`src/rtl/core/ufd_pkg.sv`:
```
// types and constants for the utf-8 stream decoder
package ufd_pkg;

  localparam int BYTE_W = 8;
  localparam int CP_W   = 21;
  localparam int LEN_W  = 3;
  localparam int PEND_W = 2;
  localparam int ERR_W  = 2;
  localparam int PAYLOAD_BITS = 6;

  typedef enum logic [ERR_W-1:0] {
    ERR_NONE  = 2'd0,
    ERR_LEAD  = 2'd1,
    ERR_CONT  = 2'd2,
    ERR_TRUNC = 2'd3
  } err_kind_t;

  typedef struct packed {
    logic [PEND_W-1:0] pending;
    logic [CP_W-1:0]   partial;
    logic [LEN_W-1:0]  total;
  } dec_state_t;

  typedef struct packed {
    logic              valid;
    logic [CP_W-1:0]   code_point;
    logic [LEN_W-1:0]  seq_length;
    err_kind_t         error_kind;
    logic              stream_end;
  } dec_result_t;

endpackage

```
`src/rtl/core/utf8_stream_decoder_unit.sv`:
```
// utf-8 stream decoder top level
// usage:
//   input channel: one byte per transfer on in_byte_in, with in_last_byte
//   high on the final byte of a string. the next byte starts a new string.
//   result channel: at most one result per byte, carrying code point,
//   sequence length, error kind and the stream end flag of its byte.
//   lead bytes of multi-byte sequences and inner continuation bytes give
//   no result; errors give one result with code point and length zero.
// path: the byte that causes a result passes the input register, then
//   the result register, before the result appears on the out_ ports.
// throughput: one byte per cycle unless a stalled result holds it, set
//   by the single decode stage between the input and result registers.
// reset: synchronous, active low; clears both stages and returns the
//   decoder to idle, awaiting a lead byte.
// stall: while out_stall holds a result, a byte that would give a result
//   waits in the input register and in_stall rises; bytes that give no
//   result keep moving.
module utf8_stream_decoder_unit
  import ufd_pkg::*;
(
  input  logic              clk,
  input  logic              rst_n,
  input  logic              in_valid,
  output logic              in_stall,
  input  logic [BYTE_W-1:0] in_byte_in,
  input  logic              in_last_byte,
  output logic              out_valid,
  input  logic              out_stall,
  output logic [CP_W-1:0]   out_code_point,
  output logic [LEN_W-1:0]  out_seq_length,
  output logic [ERR_W-1:0]  out_error_kind,
  output logic              out_stream_end
);

  logic              a_valid_r;
  logic              a_valid_nxt;
  logic [BYTE_W-1:0] a_byte_r;
  logic              a_last_r;
  dec_state_t        state_r;
  dec_state_t        state_nxt;
  dec_result_t       res;
  dec_result_t       res_r;
  logic              out_free;
  logic              a_consume;
  logic              in_xfer;

  ufd_decode u_decode (
    .byte_in   (a_byte_r),
    .last_byte (a_last_r),
    .cur       (state_r),
    .nxt       (state_nxt),
    .res       (res)
  );

  assign out_free  = !res_r.valid || !out_stall;
  assign a_consume = a_valid_r && (!res.valid || out_free);
  assign in_stall  = a_valid_r && !a_consume;
  assign in_xfer   = in_valid && !in_stall;

  always_comb begin
    a_valid_nxt = a_valid_r;
    if (in_xfer) begin
      a_valid_nxt = 1'b1;
    end else if (a_consume) begin
      a_valid_nxt = 1'b0;
    end
  end

  always_ff @(posedge clk) begin
    if (!rst_n) begin
      a_valid_r <= 1'b0;
    end else begin
      a_valid_r <= a_valid_nxt;
    end
  end

  always_ff @(posedge clk) begin
    if (in_xfer) begin
      a_byte_r <= in_byte_in;
      a_last_r <= in_last_byte;
    end
  end

  always_ff @(posedge clk) begin
    if (!rst_n) begin
      state_r <= '0;
    end else if (a_consume) begin
      state_r <= state_nxt;
    end
  end

  always_ff @(posedge clk) begin
    if (!rst_n) begin
      res_r.valid <= 1'b0;
    end else if (out_free) begin
      res_r.valid <= a_consume && res.valid;
      if (a_consume && res.valid) begin
        res_r.code_point <= res.code_point;
        res_r.seq_length <= res.seq_length;
        res_r.error_kind <= res.error_kind;
        res_r.stream_end <= res.stream_end;
      end
    end
  end

  assign out_valid      = res_r.valid;
  assign out_code_point = res_r.code_point;
  assign out_seq_length = res_r.seq_length;
  assign out_error_kind = res_r.error_kind;
  assign out_stream_end = res_r.stream_end;

endmodule

```
`src/rtl/core/ufd_decode.sv`:
```
// per-byte decode logic: next decoder state and result from one byte
module ufd_decode
  import ufd_pkg::*;
(
  input  logic [BYTE_W-1:0] byte_in,
  input  logic              last_byte,
  input  dec_state_t        cur,
  output dec_state_t        nxt,
  output dec_result_t       res
);

  localparam dec_state_t IDLE_STATE = '0;

  logic [CP_W-1:0]   shifted;
  logic [PEND_W-1:0] pend_dec;

  assign shifted  = {cur.partial[CP_W-PAYLOAD_BITS-1:0], byte_in[PAYLOAD_BITS-1:0]};
  assign pend_dec = cur.pending - PEND_W'(1);

  always_comb begin
    nxt = cur;
    res = '0;
    res.error_kind = ERR_NONE;
    res.stream_end = last_byte;
    if (cur.pending == '0) begin
      if (!byte_in[BYTE_W-1]) begin
        res.valid      = 1'b1;
        res.code_point = CP_W'(byte_in);
        res.seq_length = LEN_W'(1);
      end else if (byte_in inside {[8'hF0:8'hF7]}) begin
        nxt.pending = PEND_W'(3);
        nxt.partial = CP_W'(byte_in[2:0]);
        nxt.total   = LEN_W'(4);
      end else if (byte_in inside {[8'hE0:8'hEF]}) begin
        nxt.pending = PEND_W'(2);
        nxt.partial = CP_W'(byte_in[3:0]);
        nxt.total   = LEN_W'(3);
      end else if (byte_in inside {[8'hC0:8'hDF]}) begin
        nxt.pending = PEND_W'(1);
        nxt.partial = CP_W'(byte_in[4:0]);
        nxt.total   = LEN_W'(2);
      end else begin
        res.valid      = 1'b1;
        res.error_kind = ERR_LEAD;
      end
      // lead of a multi-byte sequence on the final byte
      if (byte_in[BYTE_W-1] && byte_in[BYTE_W-2] && !(byte_in inside {[8'hF8:8'hFF]})
          && last_byte) begin
        nxt            = IDLE_STATE;
        res.valid      = 1'b1;
        res.error_kind = ERR_TRUNC;
      end
    end else if (byte_in[7:6] != 2'b10) begin
      nxt            = IDLE_STATE;
      res.valid      = 1'b1;
      res.error_kind = ERR_CONT;
    end else if (pend_dec == '0) begin
      nxt            = IDLE_STATE;
      res.valid      = 1'b1;
      res.code_point = shifted;
      res.seq_length = cur.total;
    end else if (last_byte) begin
      nxt            = IDLE_STATE;
      res.valid      = 1'b1;
      res.error_kind = ERR_TRUNC;
    end else begin
      nxt.pending = pend_dec;
      nxt.partial = shifted;
    end
  end

endmodule

```
`config.mk`:
```
export PLATFORM = sky130hd
export DESIGN_NAME = utf8_stream_decoder_unit
export DESIGN_NICKNAME = d
export VERILOG_FILES = /design/src/rtl/core/ufd_pkg.sv /design/src/rtl/core/utf8_stream_decoder_unit.sv /design/src/rtl/core/ufd_decode.sv
export SDC_FILE = /design/constraint.sdc
export NUM_CORES = 1
export LEC_CHECK = 0
export BUFFER_PORTS_ARGS = -buffer_cell sky130_fd_sc_hd__buf_2
export CAP_MARGIN = 20
export CORE_MARGIN = 2
export CORE_UTILIZATION = 41
export DETAILED_ROUTE_END_ITERATION = 16
export SYNTH_ARGS = -nofsm -noshare
export SYNTH_HDL_FRONTEND = slang
export SYNTH_SLANG_ARGS = --single-unit
export TNS_END_PERCENT = 10
```
`constraint.sdc`:
```
create_clock -name clk -period 3.8 [get_ports clk]
set_clock_uncertainty 0.2 [all_clocks]
set_input_delay 0.76 -clock clk [delete_from_list [all_inputs] [get_ports clk]]
set_output_delay 0.76 -clock clk [all_outputs]
set_load 0.01 [all_outputs]
```
==> flow_metrics.tcl <==
set metrics [dict create \
    wl_met1_um 2130 \
    slew_viol_final 0 \
    hold_violations 0 \
    worst_slack_ns 0.717 \
    ff2ff_path_depth 4 \
    clk_latency_ns 0.33 \
    cts_hold_buf 0 \
    cts_setup_buffers 0 \
    layout-drive-gt1-share_pct 25.7 \
    maxSlewHeadroom_pct 41.0 \
    dieArea_sq_um 6560 \
    fin_crit_ns 3.08 \
    grt_pass1_wl_um 6840 \
    synth_area_sq_um 2430 \
    totalPowerFinal_mw 1.35 \
    synthArstFlopShare_pct 0 \
    synth_top_area_share_pct 44.5 \
    cts_tree "done" \
    critical-path-top-delay-family "simple AND/OR/NAND/NOR gates" \
    yosysTopAreaCell "edfxtp_1" \
    clk_pin_slew_ns 0.06 \
    path_buf_inv 1 \
    seq_area_frac_synth_pct 62.6 \
    hold_depth 2 \
    p_leak_nw 1.18 \
    synthFlopType "edfxtp_1" \
    fmax_mhz 324 \
    ys_warn_count 0 \
    tns_ns 0 \
    floorplan.initialDensity_pct 41.8 \
    final_area_sq_um 2880 \
    power.switching_mw 0.275 \
    area_delta_synth_final_pct 18.5 \
    place_area_sq_um 2670 \
    cts_buffers 9 \
    vdd_drop_max_mv 0.291 \
    drt_pre_antenna_iters 4 \
    gp_congestion 0.860 \
    core_region_area_sq_um 5820 \
    tightest_slew_ns 0.885 \
    first_global_vias 1429 \
    crit_chain "or4b_4 -> o221ai_1 -> nor2_1 -> buf_2" \
    wl_um 4290 \
    critPathKind "reg -> out" \
    min-delay-start "state_r[13]$_SDFFE_PN0P_" \
    whs_ns 0.253 \
    ys_types 38 \
    synthTopCellsByArea "edfxtp_1 (44%), dfxtp_1 (18%), mux2i_1 (5.4%)" \
    wl_met3_um 214 \
    p_seq_share_pct 52.0 \
    status "completed" \
    grt_usage_pct 14.5 \
    ios 42 \
    r2r_slack_ns 1.00 \
    finalSetupViolCount 0 \
    clockBufferDepth 2 \
    p_int_mw 1.07 \
    overflow 0 \
    grt_max_degree 28 \
    p_comb_share_pct 5.1 \
    post_drt_wl_per_cell_um 13.4 \
    rows 28 \
    hpwl_um 2820 \
    hold-path-endpoint "state_r[13]$_SDFFE_PN0P_" \
    drv_cap 0 \
    critPathLaunchType "register" \
    ys_ff_latch 58 \
    drc 0 \
    crit_arrival_ns 2.12 \
    rsz0062_at_grt "no" \
    die_w_um 81.0 \
    post-route-period-util_pct 81.1 \
    critPathMaxStageDelay_ns 0.64 \
    p_sw_share_pct 20.5 \
    syn-num-nets 212 \
    r2r-start "a_byte_r[6]$_DFFE_PP_" \
    worstHoldPathType "reg -> reg" \
    p_per_area_nw_per_um2 467 \
    diodes 0 \
    drtAntennaViolNets 0 \
    cts.sinks 58 \
    routed_via_density 4.88 \
    critPathRequiredTime_ns 2.84 \
    clockPowerShare_pct 42.9 \
    cp_max_fo 10 \
    synth_edf_count 36 \
    ctsResizeCount 0 \
    pre_cts_slack_ns 0.987 \
    fin_nets 255 \
    io_buffers 41 \
    cts.htree.levels 3 \
    r2r-end "a_byte_r[5]$_DFFE_PP_" \
    die_h_um 81.0 \
    highest_layer "met4" \
    syn_avg_cell_area_sq_um 12.3 \
    cp-end-kind "output port" \
    dr_total_vias 1563 \
    synthCells 197 \
    clock_tree.root_cell "clkbuf_8" \
    cp_slowest_cell "or4b_4" \
    drtIter0Drc 76 \
    grt_antenna_before_repair 0 \
    dr_wl_met2_um 1880 \
]
## synth_stat cells, drive strengths merged, types with 4 or more instances
cell	number
a32o	5
and2	18
buf	4
clkbuf	7
dfxtp	22
edfxtp	36
inv	5
mux2i	13
nand2	28
nor2	8
nor2b	7
## metrics by stage
stage / instances / util [%]
final: 320 / 49.5
after global routing: 320 / 49.5
after CTS: 320 / 49.5
after detailed placement: 304 / 46.0
after global placement: 304 / 46.0
after floorplan: 197 / -
## cell families after synthesis
family	share of synthesized area, %
buf+inv	4.07
flops	62.6
mux	6.28
simple gates	16.8
compound gates	9.21
fa+ha+maj	1.03
## layer usage
| metal | vias up | GRT usage (%) |
|---|---|---|
| met5 | - | 0 |
| met4 | 0 | 8.64 |
| met3 | 7 | 4.67 |
| met2 | 36 | 21.0 |
| met1 | 727 | 18.9 |
| li1 | 793 | - |
## power groups by stage
stage | Clock (mW) | Combinational (mW) | Sequential [mW]
floorplan | 0 | 0.0469 | 0.712
finish | 0.577 | 0.0692 | 0.700
CTS | 0.597 | 0.0695 | 0.700
global placement | 0 | 0.0689 | 0.713
global route | 0.626 | 0.0761 | 0.701
detailed placement | 0 | 0.0693 | 0.713
## state kept, by name (all words and copies together) (netlist names)
register and flops:
out_code_point 21, state_r 20, a_byte_r 8, out_seq_length 3
out_stream_end 1, out_valid 1, out_error_kind 2, a_last_r 1
a_valid_r 1
## worst reg2reg max path, stage by stage (launching register included)
cell      delay, ns
edfxtp_1       0.54
or4b_4         0.64
o221ai_1       0.33
nor2_1         0.13
nor2b_1        0.60
## how the worst max path moves through the flow
stage,depth (start not counted),from,endpoint,slack (ns)
floorplan,4,rst_n,out_code_point[0]$_DFFE_PP_,0.69
global placement,4,a_byte_r[6]$_DFFE_PP_,a_last_r$_DFFE_PP_,1.05
detailed placement,4,a_byte_r[6]$_DFFE_PP_,a_byte_r[6]$_DFFE_PP_,0.99
CTS,4,a_byte_r[6]$_DFFE_PP_,in_stall,0.71
global route,6,state_r[24]$_SDFFE_PN0P_,in_stall,0.64
finish,4,a_byte_r[6]$_DFFE_PP_,in_stall,0.72
## cell type report
| type | instances | area, sq um |
|---|---|---|
| flip-flops and latches | 58 | 1520 |
| clock buffers | 14 | 173 |
| clock inverters | 2 | 35.0 |
| fillers | 563 | 2930 |
| inverters | 5 | 18.8 |
| well taps | 75 | 93.8 |
| repair buffers | 43 | 220 |
| multi-input cells | 123 | 820 |
## cell usage in the layout (no fill, tap or decap), types with 3 or more instances in the layout
cell	instances
and2_1	18
nor2_1	7
clkbuf_8	12
nor2b_1	7
edfxtp_1	36
a32o_1	5
mux2i_1	13
a21oi_1	3
a211oi_1	3
nand2b_1	3
a21o_1	3
inv_1	5
o21a_1	3
dfxtp_1	22
nand2_1	28
o21ai_0	3
buf_2	41
(Power assumes the default switching activity.)
